[src/hdl/qte_pkg.sv]
// Shared constants, types and the arctangent table for the quaternion-to-Euler converter.
package qte_pkg;

    localparam int COMP_BITS_DEF    = 16;
    localparam int CORDIC_STEPS_DEF = 16;

    // Q.30 fixed-point formats used through the datapath.
    localparam int QW        = 34;  // sums of two doubled Q.30 products
    localparam int SW        = 32;  // clamped asin argument
    localparam int CW        = 36;  // CORDIC vector components, with growth margin
    localparam int RW        = 62;  // square-root remainder
    localparam int SQRT_BITS = 31;  // root bits, floor(sqrt(2^60)) = 2^30
    localparam int ANG_W     = 32;
    localparam int OUT_W     = 16;

    localparam logic signed [QW-1:0] ONE_Q30 = QW'(64'sd1 <<< 30);
    localparam logic [RW-1:0]        ONE_SQ  = RW'(64'd1 << 60);
    localparam logic [ANG_W-1:0]     ANG_PI  = 32'h8000_0000;
    localparam logic [ANG_W-1:0]     ANG_RND = 32'h0000_8000;

    typedef struct packed {
        logic signed [CW-1:0] x;
        logic signed [CW-1:0] y;
        logic [ANG_W-1:0]     ang;
        logic                 zero;
        logic                 flag;
    } cord_t;

    // atan(2^-i) as a 32-bit binary angle, rounded to nearest.
    function automatic logic [ANG_W-1:0] atan_entry(input int unsigned idx);
        logic [ANG_W-1:0] r;
        case (idx)
            0:  r = 32'd536870912;
            1:  r = 32'd316933406;
            2:  r = 32'd167458907;
            3:  r = 32'd85004756;
            4:  r = 32'd42667331;
            5:  r = 32'd21354465;
            6:  r = 32'd10679838;
            7:  r = 32'd5340245;
            8:  r = 32'd2670163;
            9:  r = 32'd1335087;
            10: r = 32'd667544;
            11: r = 32'd333772;
            12: r = 32'd166886;
            13: r = 32'd83443;
            14: r = 32'd41722;
            15: r = 32'd20861;
            16: r = 32'd10430;
            17: r = 32'd5215;
            18: r = 32'd2608;
            19: r = 32'd1304;
            20: r = 32'd652;
            21: r = 32'd326;
            22: r = 32'd163;
            23: r = 32'd81;
            24: r = 32'd41;
            25: r = 32'd20;
            26: r = 32'd10;
            27: r = 32'd5;
            28: r = 32'd3;
            29: r = 32'd1;
            30: r = 32'd1;
            default: r = 32'd0;
        endcase
        return r;
    endfunction

endpackage

[src/hdl/qte_sqrt_cell.sv]
// One digit of a pipelined restoring square root, carrying side data along.
module qte_sqrt_cell
    import qte_pkg::*;
#(
    parameter int BIT    = 0,
    parameter int SIDE_W = 1
) (
    input  logic                  aclk,
    input  logic                  en,
    input  logic [RW-1:0]         rem_in,
    input  logic [SQRT_BITS-1:0]  root_in,
    input  logic [SIDE_W-1:0]     side_in,
    output logic [RW-1:0]         rem_reg,
    output logic [SQRT_BITS-1:0]  root_reg,
    output logic [SIDE_W-1:0]     side_reg
);

    logic [RW-1:0]        trial;
    logic [RW-1:0]        rem_next;
    logic [SQRT_BITS-1:0] root_next;

    // (r + 2^k)^2 - r^2 = r * 2^(k+1) + 2^(2k), where r holds only bits above k.
    always_comb begin
        trial = (RW'(root_in) << (BIT + 1)) + (RW'(1) << (2 * BIT));
        if (rem_in >= trial) begin
            rem_next  = rem_in - trial;
            root_next = root_in | (SQRT_BITS'(1) << BIT);
        end else begin
            rem_next  = rem_in;
            root_next = root_in;
        end
    end

    always_ff @(posedge aclk) begin
        if (en) begin
            rem_reg  <= rem_next;
            root_reg <= root_next;
            side_reg <= side_in;
        end
    end

endmodule

[config.mk]
export PLATFORM = sky130hd
export DESIGN_NAME = qte_sqrt_cell
export DESIGN_NICKNAME = d
export VERILOG_FILES = /design/src/hdl/qte_pkg.sv /design/src/hdl/qte_sqrt_cell.sv
export SDC_FILE = /design/constraint.sdc
export NUM_CORES = 1
export LEC_CHECK = 0
export BUFFER_PORTS_ARGS = -buffer_cell sky130_fd_sc_hd__buf_2
export CAP_MARGIN = 10
export CELL_PAD_IN_SITES_DETAIL_PLACEMENT = 0
export CELL_PAD_IN_SITES_GLOBAL_PLACEMENT = 1
export CORE_AREA = 5 5 125 127
export CTS_CLUSTER_DIAMETER = 100
export DETAILED_ROUTE_END_ITERATION = 12
export DIE_AREA = 0 0 130 132
export PLACE_DENSITY_LB_ADDON = 0.1
export SETUP_SLACK_MARGIN = 0.02
export SLEW_MARGIN = 20
export SYNTH_ARGS = -nofsm -noshare
export SYNTH_HDL_FRONTEND = slang
export SYNTH_SLANG_ARGS = --single-unit
export TNS_END_PERCENT = 100
[constraint.sdc]
create_clock -name aclk -period 5.75 [get_ports aclk]
set_clock_uncertainty 0.2 [all_clocks]
set_input_delay 0.575 -clock aclk [delete_from_list [all_inputs] [get_ports aclk]]
set_output_delay 0.575 -clock aclk [all_outputs]
set_load 0.01 [all_outputs]
# After elaboration in Yosys (flattened, before gate mapping)
# Index checks and enable logic that the tools add are counted.
# totals
output_inout_bits,94
input_bits,96
reg_bits,94
wordCells,8
# op_classes
addsub,2
magnitude_cmp,1
muxes,1
# op_table
cell,count
62-bit by 33-bit greater-or-equal comparator with 1-bit output,1
62-bit 2-to-1 mux,1
62-bit by 33-bit subtractor with 62-bit output,1
"32-bit by 1-bit adder with 33-bit output, second input constant",1

# Longest topological paths before layout
# Gate-level depths: netlist of the first run.
# logic_depth
word_depth,3
mapped_depth,12
depth_no_buf,11

# Worst setup path after synthesis of the first run
# OpenSTA, ideal clock, no wires.
# synth_path
path_kind,in2reg
from,input port rem_in[36]
to,"register rem_reg[39], data pin"
arrival_ps,2790
setup_ps,258
cell_stages,9
path_buffers,1
setup_slack_ps,2502
path_cell_list,or4_1 or3_1 or2_1 nor4_4 o211ai_1 nand2_2 buf_2 nand3_1 xnor2_1
# synth_between
elab_chain_cells,2
word_cells_on_any_way,3
# synth_rtl
item,line_no,text
start: declaration,qte_sqrt_cell.sv:10,"input logic [RW-1:0] rem_in,"
62-bit by 33-bit subtractor with 62-bit output / 62-bit by 33-bit greater-or-equal comparator with 1-bit output (equally long branches),"qte_sqrt_cell.sv:26, qte_sqrt_cell.sv:25",
62-bit 2-to-1 mux (*),qte_sqrt_cell.sv:25,if (rem_in >= trial) begin
net rem_next[39],qte_sqrt_cell.sv:19,logic [RW-1:0] rem_next;
end signal: assignment,qte_sqrt_cell.sv:36,rem_reg <= rem_next;
end: declaration,qte_sqrt_cell.sv:13,"output logic [RW-1:0] rem_reg,"
# Mark *: on every way through the listed nets, which the timed path passes. The rest lies on a longest branch.
# A chain may end at the register's enable or synchronous reset.

# Worst setup path in the final report of the first run
# layout_path
from,input port rem_in[36]
to,"register rem_reg[15], data pin"
# layout_between
elab_chain_cells,2
# layout_rtl
item,line_no
62-bit by 33-bit greater-or-equal comparator with 1-bit output,qte_sqrt_cell.sv:25
62-bit 2-to-1 mux,qte_sqrt_cell.sv:25
net rem_next[15],qte_sqrt_cell.sv:19
# The timed path passes the listed nets, and every way through them passes these cells.

==> results of run 1 <==
-- path summary, 6_finish.rpt --
path / start / to / depth (start not counted)
hold / removal: side_in / side_reg$_DFFE_PP_ / 1
setup / recovery: rem_in[36] / rem_reg[15]$_DFFE_PP_ / 9
-- synth_stat cells (11+ instances only) --
master	number
xor2_1	23
nand4_1	15
xnor2_1	37
a21oi_1	65
nor2_1	49
nand3_1	11
o21ai_0	33
edfxtp_1	94
nor3_1	19
ha_1	32
inv_1	39
clkbuf_1	11
nor4_1	20
nand2_1	48
-- per-layer routing --
metal | global-route usage | routed length [um] | vias to the layer above
met2 | 0.325 | 8170 | 172
li1 | - | - | 2565
met3 | 0.0353 | 986 | 24
met1 | 0.251 | 7330 | 2446
met4 | 0.0745 | 410 | 0
met5 | 0 | 0 | -
-- power breakdown --
part / internal (W) / switching [W] / total (W)
logic: 0.000187 / 0.000276 / 0.000463
clock network: 0.000337 / 0.000261 / 0.000598
registers: 0.000848 / 0.0000188 / 0.000867
-- final cells by class --
class | count | area, um2 | share of cell area
Sequential cell | 94 | 2820 | 0.386
Timing Repair Buffer | 193 | 978 | 0.134
Inverter | 39 | 146 | 0.0200
Multi-Input combinational cell | 442 | 2850 | 0.390
Clock buffer | 10 | 229 | 0.0313
Tap cell | 184 | 230 | 0.0314
Clock inverter | 6 | 61.3 | 0.00837
-- critical path, cell delays in order --
cell	delay (ns)
buf_2	0.13
or4_1	0.58
nor4_2	0.47
nand2_1	0.21
o31ai_1	0.53
a31oi_1	0.24
nand2_2	0.54
buf_4	0.44
a21oi_1	0.13
-- logic make-up after synthesis --
kind of cell / count (synthesis) / synth area share
simple gates: 206 / 0.180
flops: 94 / 0.479
buf+inv: 56 / 0.0373
mux: 2 / 0.00382
fa+ha+maj: 33 / 0.0713
compound gates: 141 / 0.140
xor+xnor: 60 / 0.0891
-- metrics by stage --
step	area, um2	utilization	setup WS [ns]
floorplan	5900	-	2.50
global placement	7030	0.491	1.51
detailed placement	7030	0.491	1.44
CTS	7320	0.512	1.79
global route	7320	0.512	1.49
finish	7320	0.512	1.77
==> reports/results.tsv, run 1 <==
stage	metric	value	unit
setup_path	end_kind	flip-flop	
grt	antenna_found_initial	0	
sta	slew_viol_final	0	
cells_and_area	areaGrowthSynthToFinish	24.2	%
route	via_per_inst	5.38	
yosys	synth-seq-area-share	0.479	
cells_and_area	nFillCells	1392	
grt	overflow	0	
route	remaining_drc_errors	0	
sta	tightestPinTransition	0.880	ns
sta	min_period_over_period	0.692	
yosys	syn_area	5900	um2
outcome	outcome	complete, no violations	
route	routedWlPerCell	17.5	um
yosys	synth_edf_count	94	
setup_path	worstPathRequired	5.64	ns
setup_path	worstPathArrival	3.86	ns
clock_tree	clock_sinks	94	
sta	finalSetupViolCount	0	
floorplanning	die_w	130	um
clock_tree	hold_buffers	0	
sta	fin_hold_ws	0.200	ns
yosys	synth-async-reset-ratio	0	
setup_path	worst_setup_path_start_kind	input pin	
clock_tree	cts_tree	done	
cells_and_area	largest_reg_flops	62	
yosys	synth_cell_type_count	52	
sta	relSlewSlack	0.411	
yosys	yosys-top-cells-area	edfxtp_1 48%, ha_1 6.8%, a21oi_1 5.5%	
clock_tree	cts.clk_slew.worst_paths	0.06	ns
yosys	netlist_instances	592	
cells_and_area	final_common_cell	buf_2	
grt	grt_pass1_wl	26.8	mm
power_and_ir_drop	p_leak	3.06	nW
yosys	synth_seq_cells	94	
power_and_ir_drop	vdd.ir_drop.worst	0.117	mV
grt	grt.total_usage	0.195	
sta	hold_violations	0	
floorplanning	ios	190	
clock_tree	cts-buffers-inserted	9	
placement	portBuffers	189	
clock_tree	post_cts_buffers	0	
grt	grt_pass1_vias	5324	
clock_tree	clockBufferDepth	2	
cells_and_area	final_cells	968	
power_and_ir_drop	power.total	0.00193	W
route	drt_pass1_iterations	5	
placement	gp_congestion	0.854	
cells_and_area	final_cell_mix	188 x buf_2, 94 x edfxtp_1, 65 x a21oi_1, 49 x nor2_1, 48 x nand2_1	
route	drt.antenna.violating_nets	0	
route	drt-initial-drc-count	263	
run	cap_violations	0	
floorplanning	die_area	17200	um2
floorplanning	initial_core_util	0.412	
floorplanning	coreArea	14300	um2
clock_tree	cts_resized	0	
setup_path	cp_max_fo	33	
cells_and_area	nets	908	
placement	hpwl	13.3	mm
grt	grt_max_degree	53	
min_path	hold_class	input pin to flip-flop	
floorplanning	num_rows	44	
yosys	syn-num-nets	721	
sta	grt_setup_unrepaired	false	
yosys	ys.flop_type	edfxtp_1	
yosys	yosysTopAreaCell	edfxtp_1	
power_and_ir_drop	power_density	263	nW/um2
sta	tns	0	ns
sta	fmax	0.251	GHz
yosys	syn_area_per_cell	9.96	um2
setup_path	worstSetupPathType	input pin to flip-flop	
floorplanning	dieHeight	132	um
route	vias	5207	
sta	layout_min_cycle_time	3.98	ns
yosys	netlist.area_leader.share	0.479	
cells_and_area	layout-drive-gt1-share	0.279	
clock_tree	clockRootBuffer	clkbuf_16	
yosys	yosysWarningCount	0	
route	routed_wl	16.9	mm
placement	dp_cells	952	
clock_tree	htreeDepth	3	
cells_and_area	num_antenna_cells	0	
Power figures use the tool's default switching activity.
==> inputs of run 2 (changes only) <==
Settings changed: CORE_AREA 5 5 125 127 to 5 5 136 138, DIE_AREA 0 0 130 132 to 0 0 141 143.
Clock period 5.75 ns to 3.27 ns, I/O delays scaled along.
==> reports/results.tsv, run 2 (synthesis results as in run 1) <==
stage	metric	value	unit	change
setup_path	cp_slowest_cell	o311ai_0		
clock_tree	clockRootBuffer	clkbuf_16		
placement	hpwl	14.8	mm	+11%
cells_and_area	layout-drive-gt1-share	0.317		+0.0376
route	drt-initial-drc-count	291		+11%
sta	slew_viol_final	0		unchanged
floorplanning	coreArea	17100	um2	+19%
floorplanning	dieHeight	143	um	+8.3%
grt	grt_max_degree	54		+1.9%
floorplanning	die_w	141	um	+8.5%
grt	grt.total_usage	0.184		-0.0114
power_and_ir_drop	vdd.ir_drop.worst	0.288	mV	+150%
route	drt.antenna.violating_nets	0		unchanged
setup_path	worstPathRequired	3.16	ns	-2.48 ns
floorplanning	num_rows	48		+9.1%
setup_path	slowest_delay	0.38	ns	-0.20 ns
setup_path	end_kind	flip-flop		
min_path	hold_class	input pin to flip-flop		
placement	gp_congestion	0.885		+3.7%
setup_path	startpoint	root_in[0]		
setup_path	worst_setup_path_start_kind	input pin		
route	vias	5517		+6.0%
sta	finalSetupViolCount	0		unchanged
sta	fin_hold_ws	0.0855	ns	-0.115 ns
clock_tree	cts-buffers-inserted	9		unchanged
cells_and_area	final_common_cell	buf_2		
sta	min_period_over_period	0.931		
power_and_ir_drop	power_density	430	nW/um2	+63%
setup_path	cp_max_fo	4		-88%
route	routed_wl	18.5	mm	+9.7%
grt	grt_pass1_wl	29.6	mm	+11%
cells_and_area	nets	998		+9.9%
route	via_per_inst	5.02		-6.7%
grt	grt_pass1_vias	5750		+8.0%
grt	overflow	0		unchanged
floorplanning	initial_core_util	0.346		-0.0662
sta	layout_min_cycle_time	3.04	ns	
route	routedWlPerCell	16.9	um	-3.3%
grt	antenna_found_initial	0		unchanged
sta	grt_setup_unrepaired	false		
clock_tree	cts.clk_slew.worst_paths	0.07	ns	about the same
clock_tree	htreeDepth	3		unchanged
cells_and_area	num_antenna_cells	0		unchanged
clock_tree	clock_sinks	94		unchanged
cells_and_area	largest_reg_flops	62		unchanged
clock_tree	clockBufferDepth	2		unchanged
cells_and_area	areaGrowthSynthToFinish	38.2	%	
cells_and_area	final_cell_mix	188 x buf_2, 94 x edfxtp_1, 65 x a21oi_1, 62 x buf_4, 49 x nor2_1		
sta	relSlewSlack	0.615		+0.204
placement	portBuffers	189		unchanged
floorplanning	die_area	20200	um2	+18%
sta	hold_violations	0		unchanged
sta	tightestPinTransition	0.577	ns	-0.302 ns
min_path	hp-start	rem_in[61]		
clock_tree	cts_tree	done		
placement	placed_cell_area	7550	um2	+7.4%
min_path	min_path_cells	2		+1
setup_path	crit_chain	buf_2 > inv_1 > ha_1 > a211oi_1 > o21bai_1 > o311ai_0 > buf_4 > a31oi_1 > a41o_1 > nor4b_1 > nand2_1 > xnor2_1		
sta	fmax	0.329	GHz	
power_and_ir_drop	p_leak	3.47	nW	+13%
route	drt_pass1_iterations	5		unchanged
cells_and_area	final_area	8150	um2	+11%
cells_and_area	fin_util	0.478		-0.0336
floorplanning	ios	190		unchanged
route	remaining_drc_errors	0		unchanged
run	cap_violations	0		unchanged
setup_path	worstSetupPathType	input pin to flip-flop		
setup_path	worstPathArrival	2.93	ns	-0.93 ns
outcome	outcome	complete, no violations		
run 2: changes by cell type in the layout (fill, tap and decap cells not counted):
cell           before  now
clkinv_1            1    2
clkinvlp_4          0    2
dlygate4sd3_1       0   31
buf_4               5   62
clkinv_2            2    0
buf_12              0    2
clkinv_4            1    0
run 2: worst paths after layout:
kind / to / slack [ns]
worst max-delay path: rem_reg[59]$_DFFE_PP_ / 0.23
worst min-delay path: rem_reg[61]$_DFFE_PP_ / 0.09
run 2: metrics by stage:
stage	TNS [ns]	cells	total power, W	setup slack [ns]
floorplan	0	592	0.00202	0.270
global placement	-0.939	1052	0.00245	-0.104
detailed placement	-2.07	1052	0.00245	-0.126
CTS	0	1099	0.00355	0.244
global route	0	1099	0.00370	0.0240
finish	0	1099	0.00350	0.227
run 2: layout make-up:
cell class              instances  area, um2
inverters                      39        146
repair buffers                283       1760
clock buffers                  10        229
multi-input cells             442       2850
clock inverters                 6       61.3
fillers                      1704       8900
well taps                     225        282
flip-flops and latches         94       2820
run 2: layer usage:
metal	up-vias	GRT usage	part of all wire	wire, um
li1	2753	-	-	-
met1	2614	0.230	0.44	8070
met2	139	0.327	0.50	9310
met3	11	0.0335	0.052	971
met4	0	0.0495	0.010	191
met5	-	0	0	0
run 2: critical path: cells and delay by family:
kind,cells,cell delay (ns)
and+or+nand+nor,2,0.47
buffers and inverters,3,0.34
AOI/OAI and AO/OA,5,1.34
adders and majority gates,1,0.30
xor gates and xnor gates,1,0.15
run 2: repair_timing:
item	CTS	global route
resized for setup	0	0
hold buffers	31	0
buffers inserted	0	0
endpoints found under the hold margin	31	0
run 2: where the power goes:
group / total, W / internal [W] / switching (W)
Combinational: 0.000926 / 0.000411 / 0.000515
Clock: 0.00106 / 0.000591 / 0.000467
Sequential: 0.00152 / 0.00149 / 0.0000310
