## config.mk

```make
export PLATFORM = sky130hd
export DESIGN_NAME = qte_cordic_cell
export DESIGN_NICKNAME = d
export VERILOG_FILES = /design/src/hdl/qte_pkg.sv /design/src/hdl/qte_cordic_cell.sv
export SDC_FILE = /design/constraint.sdc
export NUM_CORES = 1
export LEC_CHECK = 0
export ABC_AREA = 0
export ABC_CLOCK_PERIOD_IN_PS = 7100
export BUFFER_PORTS_ARGS = -buffer_cell sky130_fd_sc_hd__buf_4
export CELL_PAD_IN_SITES_DETAIL_PLACEMENT = 0
export CELL_PAD_IN_SITES_GLOBAL_PLACEMENT = 1
export CORE_MARGIN = 2
export CORE_UTILIZATION = 35
export DETAILED_ROUTE_END_ITERATION = 10
export PLACE_DENSITY_LB_ADDON = 0.3
export SYNTH_ARGS = -nofsm -noshare
export SYNTH_HDL_FRONTEND = slang
export SYNTH_SLANG_ARGS = --single-unit
```

## constraint.sdc

```tcl
create_clock -name aclk -period 7.1 [get_ports aclk]
set_input_delay 0 -clock aclk [delete_from_list [all_inputs] [get_ports aclk]]
set_output_delay 0 -clock aclk [all_outputs]
set_load 0.03 [all_outputs]
```

## src/hdl/qte_pkg.sv

```systemverilog
// Shared constants, types and the arctangent table for the quaternion-to-Euler converter.
package qte_pkg;

    localparam int COMP_BITS_DEF    = 16;
    localparam int CORDIC_STEPS_DEF = 16;

    // Q.30 fixed-point formats used through the datapath.
    localparam int QW        = 34;  // sums of two doubled Q.30 products
    localparam int SW        = 32;  // clamped asin argument
    localparam int CW        = 36;  // CORDIC vector components, with growth margin
    localparam int RW        = 62;  // square-root remainder
    localparam int SQRT_BITS = 31;  // root bits, floor(sqrt(2^60)) = 2^30
    localparam int ANG_W     = 32;
    localparam int OUT_W     = 16;

    localparam logic signed [QW-1:0] ONE_Q30 = QW'(64'sd1 <<< 30);
    localparam logic [RW-1:0]        ONE_SQ  = RW'(64'd1 << 60);
    localparam logic [ANG_W-1:0]     ANG_PI  = 32'h8000_0000;
    localparam logic [ANG_W-1:0]     ANG_RND = 32'h0000_8000;

    typedef struct packed {
        logic signed [CW-1:0] x;
        logic signed [CW-1:0] y;
        logic [ANG_W-1:0]     ang;
        logic                 zero;
        logic                 flag;
    } cord_t;

    // atan(2^-i) as a 32-bit binary angle, rounded to nearest.
    function automatic logic [ANG_W-1:0] atan_entry(input int unsigned idx);
        logic [ANG_W-1:0] r;
        case (idx)
            0:  r = 32'd536870912;
            1:  r = 32'd316933406;
            2:  r = 32'd167458907;
            3:  r = 32'd85004756;
            4:  r = 32'd42667331;
            5:  r = 32'd21354465;
            6:  r = 32'd10679838;
            7:  r = 32'd5340245;
            8:  r = 32'd2670163;
            9:  r = 32'd1335087;
            10: r = 32'd667544;
            11: r = 32'd333772;
            12: r = 32'd166886;
            13: r = 32'd83443;
            14: r = 32'd41722;
            15: r = 32'd20861;
            16: r = 32'd10430;
            17: r = 32'd5215;
            18: r = 32'd2608;
            19: r = 32'd1304;
            20: r = 32'd652;
            21: r = 32'd326;
            22: r = 32'd163;
            23: r = 32'd81;
            24: r = 32'd41;
            25: r = 32'd20;
            26: r = 32'd10;
            27: r = 32'd5;
            28: r = 32'd3;
            29: r = 32'd1;
            30: r = 32'd1;
            default: r = 32'd0;
        endcase
        return r;
    endfunction

endpackage

```

## src/hdl/qte_cordic_cell.sv

```systemverilog
// One vectoring CORDIC micro-rotation with its own pipeline register.
module qte_cordic_cell
    import qte_pkg::*;
#(
    parameter int STEP = 0
) (
    input  logic  aclk,
    input  logic  en,
    input  cord_t cin,
    output cord_t cout_reg
);

    cord_t                cout_next;
    logic signed [CW-1:0] xs;
    logic signed [CW-1:0] ys;

    always_comb begin
        xs        = cin.x >>> STEP;
        ys        = cin.y >>> STEP;
        cout_next = cin;
        if (cin.y > 0) begin
            cout_next.x   = cin.x + ys;
            cout_next.y   = cin.y - xs;
            cout_next.ang = cin.ang + atan_entry(STEP);
        end else begin
            cout_next.x   = cin.x - ys;
            cout_next.y   = cin.y + xs;
            cout_next.ang = cin.ang - atan_entry(STEP);
        end
    end

    always_ff @(posedge aclk) begin
        if (en) begin
            cout_reg <= cout_next;
        end
    end

endmodule

```

Word-level counts from Yosys, hierarchy flattened. Cells that the tools add are included.

Register bits after elaboration: 106. Input bits: 108.

Add/subtract/negate cells: 5. $lt $le $gt $ge: 1. Mux-type cells: 1.

Operators by type and width (count): 104-bit two-way mux (1); 36-bit subtractor (2); 36-bit adder (1); 36-bit by 1-bit greater-than comparator with 1-bit output (second input constant) (1); 32-bit by 30-bit adder with 32-bit output (second input constant) (1); 32-bit by 30-bit subtractor with 32-bit output (second input constant) (1).

Longest topological paths before layout. Gate-level depths: netlist (run 1).

Depth in word-level cells: 2. Depth in mapped cells: 12.

Worst setup path before layout (run 1). Ideal clock, no wire load.

Path kind: input to register. From: input cin[34] (netlist bit). To: register cout_reg[98] (netlist bit), data pin. Setup time: 0.268 ns. Arrival: 2.315 ns. Setup slack: 4.517 ns. Stages: 12. Buffers on the path: 0. Path through: ha_1 inv_1 fa_1 o21ba_2 or4_1 a31oi_1 o21ai_1 a31oi_2 a211o_1 a41oi_1 o21ai_0 xnor2_1.

RTL lines: start: declaration (RTL line qte_cordic_cell.sv:9) `input cord_t cin,`; end signal: assignment (RTL line qte_cordic_cell.sv:34) `cout_reg <= cout_next;`; end: declaration (RTL line qte_cordic_cell.sv:10) `output cord_t cout_reg`.

==> flow_metrics.env, run 1 <==
export IMPL_outcome="completed"
export IMPL_cap_violations=0
export IMPL_muxShareOfSynthArea_pct=1.707
export IMPL_cp_start_kind="primary input"
export IMPL_synth_seq_area_share_pct=33.60
export IMPL_critPathKind="primary input to flip-flop"
export IMPL_wl_microns=31610
export IMPL_cts_num_sinks=105
export IMPL_async_flop_share_pct=0
export IMPL_grt_usage_pct=22.09
export IMPL_crit_path_start="cin[42]"
export IMPL_antenna_found_initial=0
export IMPL_hp_class="primary input to flip-flop"
export IMPL_ios=214
export IMPL_cts_made_buffers=9
export IMPL_fin_crit_ns=3.248
export IMPL_fin_nets=1483
export IMPL_max_freq_ghz=0.3078
export IMPL_ys_warn_count=0
export IMPL_place_congestion=0.9357
export IMPL_synth_area_per_cell_sq_um=8.927
export IMPL_leakage_nw=5.180
export IMPL_wl_per_cell_microns=19.73
export IMPL_drt_iter0_markers=823
export IMPL_hold_viol=0
export IMPL_route_detailed_drc=0
export IMPL_end_kind="flip-flop"
export IMPL_endpoint="cout_reg[69]"
export IMPL_clkTransAtPathRegs_ns=0.08
export IMPL_cts_resized=0
export IMPL_vdd_ir_drop_max_mv=0.09762
export IMPL_dieArea_sq_um=28130
export IMPL_coreArea_sq_um=26210
export IMPL_ctsHoldBuffers=33
export IMPL_synthXorXnorAreaFrac_pct=6.628
export IMPL_worstMarginPinSlew_ns=1.003
export IMPL_synth_edff_count=105
export IMPL_root_buffer="clkbuf_16"
export IMPL_ys_types=73
export IMPL_ys_flop_type="edfxtp_1"
export IMPL_vias=8708
export IMPL_h_tree_depth=3
export IMPL_cts_max_path_buffers=2
export IMPL_finalMaxSlewViolations=0
export IMPL_die_w_microns=167.7
export IMPL_rsz0062_at_grt="no"
export IMPL_final_setup_viol_count=0
export IMPL_dp_hpwl_microns=24330
export IMPL_antenna_left=0
export IMPL_fin_crit_sh_pct=45.75
export IMPL_first_pass_iters=7
export IMPL_postLayoutCoreUtil_pct=45.25
export IMPL_cp_arrival_ns=3.35
export IMPL_viasPerCell=5.436
export IMPL_area_growth_pct=26.38
export IMPL_syn_inst=1051
export IMPL_place_port_buffers=213
export IMPL_critical_path_required_ns=7.21
export IMPL_tns_ns=0
export IMPL_ys_seq_elements=105
export IMPL_rows=59
export IMPL_grt_overflow=0
export IMPL_synth_area_sq_um=9383
export IMPL_multi_input_area_sq_um=5660
export IMPL_drive_gt1_share_pct=19.65
export IMPL_regArea_sq_um=3153
export IMPL_synth_compound_area_share_pct=23.50
export IMPL_fill_cells=2605
export IMPL_grt_max_degree=71
export IMPL_die_h_microns=167.7
export IMPL_antenna_cells=0
export IMPL_path_max_fanout=17
export IMPL_grt_pass1_wl_microns=48550
export IMPL_tritoncts="yes"
export IMPL_synth_top_family_by_area="compound AO/OA/AOI/OAI gates"
export IMPL_synth_adder_area_share_pct=15.39
export IMPL_synth_simple_area_share_pct=12.91
export IMPL_syn_nets=1272
export IMPL_post_cts_buffers=0
export IMPL_largest_register_ffs=105
export IMPL_initial_core_util_pct=35.80
export IMPL_grt_pass1_vias=8545
export IMPL_power_density_nw_per_um2=197.2
export IMPL_relSlewSlack_pct=32.26
## cells in the mapped netlist, types with 18 or more instances
library cell / number / area, sq um
a21o_1: 27 / 202.7
a21oi_1: 108 / 540.5
clkbuf_1: 24 / 90.09
edfxtp_1: 105 / 3153
ha_1: 109 / 1364
inv_1: 98 / 367.9
nand2_1: 50 / 187.7
nor2_1: 84 / 315.3
nor3_1: 27 / 135.1
o21ai_0: 70 / 350.3
o21bai_1: 18 / 135.1
xnor2_1: 58 / 508.0
## power by group
| group | switching [mW] | total, mW | leakage, nW | internal, mW |
|---|---|---|---|---|
| Clock | 0.270 | 0.518 | 0.138 | 0.248 |
| Sequential | 0.0280 | 0.829 | 1.03 | 0.801 |
| Combinational | 0.620 | 0.991 | 4.01 | 0.372 |
## worst max-delay path: stages
cell      delay [ns]
buf_4           0.13
inv_1           0.05
ha_1            0.51
or3_1           0.49
or4_1           0.49
a21oi_2         0.29
o31ai_2         0.21
o21ai_2         0.21
a21oi_1         0.24
o311ai_1        0.41
o211ai_1        0.16
xnor2_1         0.17
## cells by family (layout without fill, tap and decap cells)
family                     count (synthesis)  in the layout
AOI/OAI and AO/OA                        344            344
and+or+nand+nor                          252            252
buffers and inverters                    150            366
adders and majority gates                113            113
DFF                                      105            105
xor gates and xnor gates                  71             71
muxes                                     16             16
## layout make-up
type | count | area share (%)
tap | 335 | 3.535
timing repair buffer | 250 | 16.52
clock inverter | 6 | 0.5170
inverter | 100 | 3.166
clock buffer | 10 | 1.931
multi-input combinational | 796 | 47.74
sequential | 105 | 26.59
## worst min path at each step
stage	start	end	cells past startpoint	slack [ns]
2_1_floorplan	cin[0]	cout_reg[0]	0	0.1
3_3_place_gp	cin[5]	cout_reg[5]	1	0.18
3_5_place_dp	cin[11]	cout_reg[11]	1	0.18
4_1_cts	cin[33]	cout_reg[33]	3	0.03
5_1_grt	cin[70]	cout_reg[70]	3	0.05
6_report	cin[33]	cout_reg[33]	3	0.04
## through the flow
step	instance area (sq um)	worst slack (ns)	cells	total power [mW]	hold WS [ns]
2_1_floorplan	9383	4.517	1051	1.454	0.09887
3_3_place_gp	11240	3.566	1553	1.813	0.1782
3_5_place_dp	11240	3.605	1553	1.810	0.1793
4_1_cts	11860	3.951	1602	2.353	0.03333
5_1_grt	11860	3.716	1602	2.460	0.04755
6_report	11860	3.852	1602	2.338	0.03807
## placed cells by master (no fill, tap or decap), types with 27 or more instances in the layout
cell           Yosys  routed
nor3_1            27      27
nand2_1           50      50
dlygate4sd3_1      0      33
nor2_1            84      84
inv_1             98      97
xnor2_1           58      58
edfxtp_1         105     105
a21oi_1          108     108
ha_1             109     109
buf_4              1     217
o21ai_0           70      70
a21o_1            27      27
## layer usage
| metal | global-route usage, % | vias up | routed length (microns) |
|---|---|---|---|
| li1 | - | 4206 | - |
| met1 | 30.83 | 4126 | 14860 |
| met3 | 3.593 | 33 | 1967 |
| met4 | 4.991 | 0 | 484 |
| met5 | 0 | - | 0 |
| met2 | 35.97 | 343 | 14290 |
Note: power is estimated with default switching activity, not from simulation.
==> inputs of run 2 (changes only) <==
--- a/config.mk
+++ b/config.mk
@@ -5,8 +5,8 @@
 export SDC_FILE = /design/constraint.sdc
 export NUM_CORES = 1
 export LEC_CHECK = 0
-export ABC_AREA = 0
-export ABC_CLOCK_PERIOD_IN_PS = 7100
+export ABC_AREA = 1
+export ABC_CLOCK_PERIOD_IN_PS = 3350
 export BUFFER_PORTS_ARGS = -buffer_cell sky130_fd_sc_hd__buf_4
 export CELL_PAD_IN_SITES_DETAIL_PLACEMENT = 0
 export CELL_PAD_IN_SITES_GLOBAL_PLACEMENT = 1
==> constraint.sdc (replaced) <==
create_clock -name aclk -period 3.35 [get_ports aclk]
set_input_delay 0 -clock aclk [delete_from_list [all_inputs] [get_ports aclk]]
set_output_delay 0 -clock aclk [all_outputs]
set_load 0.03 [all_outputs]
==> flow_metrics.env, run 2 <==
export IMPL_viasPerCell=5.072
export IMPL_largest_register_ffs=105
export IMPL_initial_core_util_pct=35.38
export IMPL_most_common_layout_cells="490 x nand2_1, 239 x inv_1, 217 x buf_4"
export IMPL_critical_path_required_ns=3.48
export IMPL_cts_resized=0
export IMPL_drt_iter0_markers=946
export IMPL_grt_overflow=0
export IMPL_hold_viol=0
export IMPL_vdd_ir_drop_max_mv=0.2420
export IMPL_syn_nets=1885
export IMPL_ys_flop_type="edfxtp_1"
export IMPL_synth_edff_count=105
export IMPL_coreArea_sq_um=31470
export IMPL_tns_ns=0
export IMPL_path_max_fanout=9
export IMPL_area_growth_pct=22.38
export IMPL_dieArea_sq_um=33260
export IMPL_antenna_left=0
export IMPL_antenna_cells=0
export IMPL_antenna_found_initial=0
export IMPL_grt_max_degree=69
export IMPL_relSlewSlack_pct=47.70
export IMPL_synth_seq_area_share_pct=28.32
export IMPL_first_pass_iters=5
export IMPL_cap_violations=0
export IMPL_yosys_top_cells_count="490 x nand2_1, 240 x inv_1, 156 x nand3_1"
export IMPL_cts_made_buffers=9
export IMPL_syn_inst=1664
export IMPL_fin_nets=2103
export IMPL_rsz0062_at_grt="no"
export IMPL_place_port_buffers=213
export IMPL_cts_num_sinks=105
export IMPL_grt_pass1_wl_microns=64230
export IMPL_synth_area_sq_um=11130
export IMPL_ys_types=38
export IMPL_postLayoutCoreUtil_pct=43.30
export IMPL_hold_path_depth=3
export IMPL_finalMaxSlewViolations=0
export IMPL_power_density_nw_per_um2=376.4
export IMPL_synth_top_cell_area_share_pct=28.32
export IMPL_grt_usage_pct=25.60
export IMPL_root_buffer="clkbuf_16"
export IMPL_synth_area_leader_cell="edfxtp_1"
export IMPL_ios=214
export IMPL_fin_crit_sh_pct=62.07
export IMPL_cp_start_kind="primary input"
export IMPL_cp_arrival_ns=2.20
export IMPL_final_common_cell="nand2_1"
export IMPL_max_freq_ghz=0.4810
export IMPL_place_congestion=0.9704
export IMPL_die_w_microns=182.4
export IMPL_fin_crit_ns=2.079
export IMPL_hp_class="primary input to flip-flop"
export IMPL_dp_hpwl_microns=35690
export IMPL_tritoncts="yes"
export IMPL_leakage_nw=6.806
export IMPL_wl_per_cell_microns=18.72
export IMPL_ys_seq_elements=105
export IMPL_synthTopCellsByArea="edfxtp_1 28%, nand2_1 17%, ha_1 12%"
export IMPL_clkTransAtPathRegs_ns=0.09
export IMPL_h_tree_depth=3
export IMPL_critPathKind="primary input to flip-flop"
export IMPL_ys_warn_count=0
export IMPL_cts_max_path_buffers=2
export IMPL_drive_gt1_share_pct=14.47
export IMPL_grt_pass1_vias=11200
export IMPL_vias=11610
export IMPL_die_h_microns=182.4
export IMPL_outcome="completed"
export IMPL_synth_most_common_cell="nand2_1"
export IMPL_wl_microns=42850
export IMPL_async_flop_share_pct=0
export IMPL_worstMarginPinSlew_ns=0.7845
export IMPL_end_kind="flip-flop"
export IMPL_hold_end="cout_reg[70]"
export IMPL_route_detailed_drc=0
export IMPL_rows=65
export IMPL_total_power_mw=5.129
export IMPL_worstHoldStart="cin[70]"
export IMPL_crit_path_start="cin[62]"
export IMPL_synth_area_per_cell_sq_um=6.691
export IMPL_final_setup_viol_count=0
run 2: logic make-up (layout without fill, tap and decap cells):
family	count (synthesis)	after routing	synth area share [%]
flip-flops	105	105	28.32
adder cells (fa/ha/maj)	113	113	12.97
XOR/XNOR	41	41	3.225
buffers and inverters	289	512	10.84
AND/OR/NAND/NOR	857	857	32.19
AO/OA/AOI/OAI	259	259	12.45
run 2: critical path: stages:
cell and delay [ns]:
buf_4 0.11, inv_1 0.07, ha_1 0.61, inv_1 0.28, nand2_1 0.11, nand2_1 0.08, nand2_1 0.06, nand3_1 0.12
nand2_1 0.09, nand3_1 0.10, a21oi_1 0.26, nand2_1 0.09, nand2_1 0.06, nand2_1 0.06, nand2_1 0.05, nand2_1 0.05
run 2: power by group:
group          switching (mW)  internal, mW  total, mW
Clock                   0.586         0.521       1.11
Combinational            1.56         0.752       2.32
Sequential             0.0497          1.66       1.71
run 2: worst max-delay path by stage:
stage,endpoint,slack (ns),cells past startpoint
floorplan,cout_reg[33],1.48,13
global placement,cout_reg[105],0.91,16
detailed placement,cout_reg[102],0.90,12
CTS,cout_reg[105],1.32,16
global route,cout_reg[69],1.02,16
finish,cout_reg[105],1.27,16
run 2: what timing repair did:
action                                  4_1_cts  5_1_grt
endpoints found under the setup margin        0        0
setup buffers                                 0        0
hold buffers                                 33        0
hold endpoints to repair                     33        0
run 2: layer usage:
layer	share of wire [%]	up-vias	GRT usage, %	wire length [microns]
met1	47	5391	35.16	20020
met3	4.8	38	2.095	2071
met4	1.8	0	6.613	783
met5	0	-	0	0
li1	-	5811	-	-
met2	47	370	43.45	19980
run 2: area by class of cell:
cell class | count | area (sq um)
Fill cell | 3329 | 17850
Clock inverter | 7 | 65.06
Timing Repair Buffer | 251 | 1979
Multi-Input combinational cell | 1270 | 6782
Inverter | 245 | 919.6
Tap cell | 402 | 503.0
Clock buffer | 9 | 225.2
Sequential cell | 105 | 3153
run 2: metrics by stage:
| step | setup WS [ns] | hold slack (ns) | std cells | instance area [sq um] |
|---|---|---|---|---|
| floorplan | 1.480 | 0.09887 | 1664 | 11130 |
| global placement | 0.9062 | 0.1777 | 2240 | 13010 |
| detailed placement | 0.8985 | 0.1796 | 2240 | 13010 |
| CTS | 1.316 | 0.0005209 | 2289 | 13630 |
| global route | 1.022 | 0.03402 | 2289 | 13630 |
| finish | 1.271 | 0.01460 | 2289 | 13630 |
==> inputs of run 3 (changes only) <==
--- a/config.mk
+++ b/config.mk
@@ -6,7 +6,7 @@
 export NUM_CORES = 1
 export LEC_CHECK = 0
 export ABC_AREA = 1
-export ABC_CLOCK_PERIOD_IN_PS = 3350
+export ABC_CLOCK_PERIOD_IN_PS = 1900
 export BUFFER_PORTS_ARGS = -buffer_cell sky130_fd_sc_hd__buf_4
 export CELL_PAD_IN_SITES_DETAIL_PLACEMENT = 0
 export CELL_PAD_IN_SITES_GLOBAL_PLACEMENT = 1
==> constraint.sdc (replaced) <==
create_clock -name aclk -period 1.9 [get_ports aclk]
set_input_delay 0 -clock aclk [delete_from_list [all_inputs] [get_ports aclk]]
set_output_delay 0 -clock aclk [all_outputs]
set_load 0.03 [all_outputs]
==> flow_metrics.env, run 3 (same netlist as run 2, synthesis figures left out) <==
export IMPL_path_max_fanout=6
export IMPL_vdd_ir_drop_max_mv=0.4237
export IMPL_final_common_cell="buf_4"
export IMPL_power_density_nw_per_um2=604.7
export IMPL_dieArea_sq_um=33260
export IMPL_critical_path_required_ns=2.04
export IMPL_outcome="completed"
export IMPL_cts_num_sinks=105
export IMPL_die_w_microns=182.4
export IMPL_relSlewSlack_pct=62.19
export IMPL_dp_hpwl_microns=39260
export IMPL_hold_viol=0
export IMPL_grt_overflow=0
export IMPL_hp_class="primary input to flip-flop"
export IMPL_cp_arrival_ns=1.94
export IMPL_cp_num_buf_inv=2
export IMPL_max_freq_ghz=0.5554
export IMPL_path_delay_family="simple AND/OR/NAND/NOR gates"
export IMPL_area_growth_pct=49.02
export IMPL_fin_crit_sh_pct=94.76
export IMPL_coreArea_sq_um=31470
export IMPL_placed_cells_incl_taps=2605
export IMPL_antenna_left=0
export IMPL_vias=12900
export IMPL_h_tree_depth=3
export IMPL_root_buffer="clkbuf_16"
export IMPL_final_setup_viol_count=0
export IMPL_most_common_layout_cells="578 x buf_4, 485 x nand2_1, 236 x inv_1"
export IMPL_cp_start_kind="primary input"
export IMPL_wl_microns=45890
export IMPL_initial_core_util_pct=35.38
export IMPL_fin_crit_ns=1.800
export IMPL_max_stage_delay_ns=0.51
export IMPL_grt_pass1_vias=12680
export IMPL_largest_register_ffs=105
export IMPL_end_kind="flip-flop"
export IMPL_tritoncts="yes"
export IMPL_drt_iter0_markers=873
export IMPL_tns_ns=0
export IMPL_postLayoutCoreUtil_pct=52.72
export IMPL_worstMarginPinSlew_ns=0.5612
export IMPL_place_ws_ns=-0.4664
export IMPL_critPathKind="primary input to flip-flop"
export IMPL_place_port_buffers=213
export IMPL_die_h_microns=182.4
export IMPL_antenna_cells=0
export IMPL_antenna_found_initial=0
export IMPL_clkTransAtPathRegs_ns=0.08
export IMPL_fin_nets=2470
export IMPL_grt_max_degree=42
export IMPL_crit_slowest_cell="o21ai_0"
export IMPL_placed_area_sq_um=15810
export IMPL_finalMaxSlewViolations=0
export IMPL_crit_top_cell="nand2_1"
export IMPL_cap_violations=0
export IMPL_grt_pass1_wl_microns=69290
export IMPL_first_pass_iters=5
export IMPL_total_power_mw=10.03
export IMPL_holdWs_ns=0.03196
export IMPL_wl_per_cell_microns=17.28
export IMPL_cts_made_buffers=9
export IMPL_ios=214
export IMPL_fill_cells=3187
export IMPL_leakage_nw=8.559
export IMPL_drive_gt1_share_pct=30.48
export IMPL_final_area_sq_um=16590
export IMPL_place_congestion=0.9705
export IMPL_rows=65
export IMPL_fin_ws_ns=0.09963
export IMPL_crit_chain="buf_4 > inv_1 > ha_1 > nand2_1 > o21ai_0 > a21oi_1 > nand2_2 > nand2_1 > nand2_1 > nand2_1 > nand3_1 > nand2_1"
export IMPL_final_cells=2656
export IMPL_route_detailed_drc=0
export IMPL_cts_max_path_buffers=2
export IMPL_viasPerCell=4.857
export IMPL_grt_usage_pct=27.53
run 3: changes by cell type in the layout (fill, tap and decap cells not counted), sizes merged:
cell and change:
buf +366, clkinv -2, clkinvlp +2, dlygate4sd3 +1
run 3: path summary, 6_finish.rpt:
check	startpoint	end	slack, ns	cells after the start
max	cin[50]	cout_reg[103]	0.1	12
min	en	cout_reg[74]	0.03	1
run 3: layout make-up:
| class | instances | area (sq um) | area share, % |
|---|---|---|---|
| multi-input cells | 1270 | 6924 | 41.73 |
| clock inverters | 7 | 63.81 | 0.3846 |
| inverters | 245 | 923.4 | 5.565 |
| clock buffers | 9 | 225.2 | 1.357 |
| repair buffers | 618 | 4800 | 28.93 |
| well taps | 402 | 503.0 | 3.031 |
| flip-flops and latches | 105 | 3153 | 19.00 |
run 3: report_power, final:
group | internal [mW] | switching (mW)
sequential | 2.92 | 0.0934
clock | 0.917 | 1.03
combinational | 2.11 | 2.96
run 3: metal layers:
metal	track usage, %	up-vias	wire [microns]
li1	-	6546	-
met1	37.98	5933	21950
met2	45.34	367	20810
met3	2.455	55	1896
met4	9.258	0	1236
met5	0	-	0
run 3: repair_timing:
item	CTS	global route
buffers inserted	0	1
hold buffers	34	0
gates resized for setup	1	50
endpoints found under the hold margin	34	0
setup endpoints to repair	2	35
pin swaps	0	2
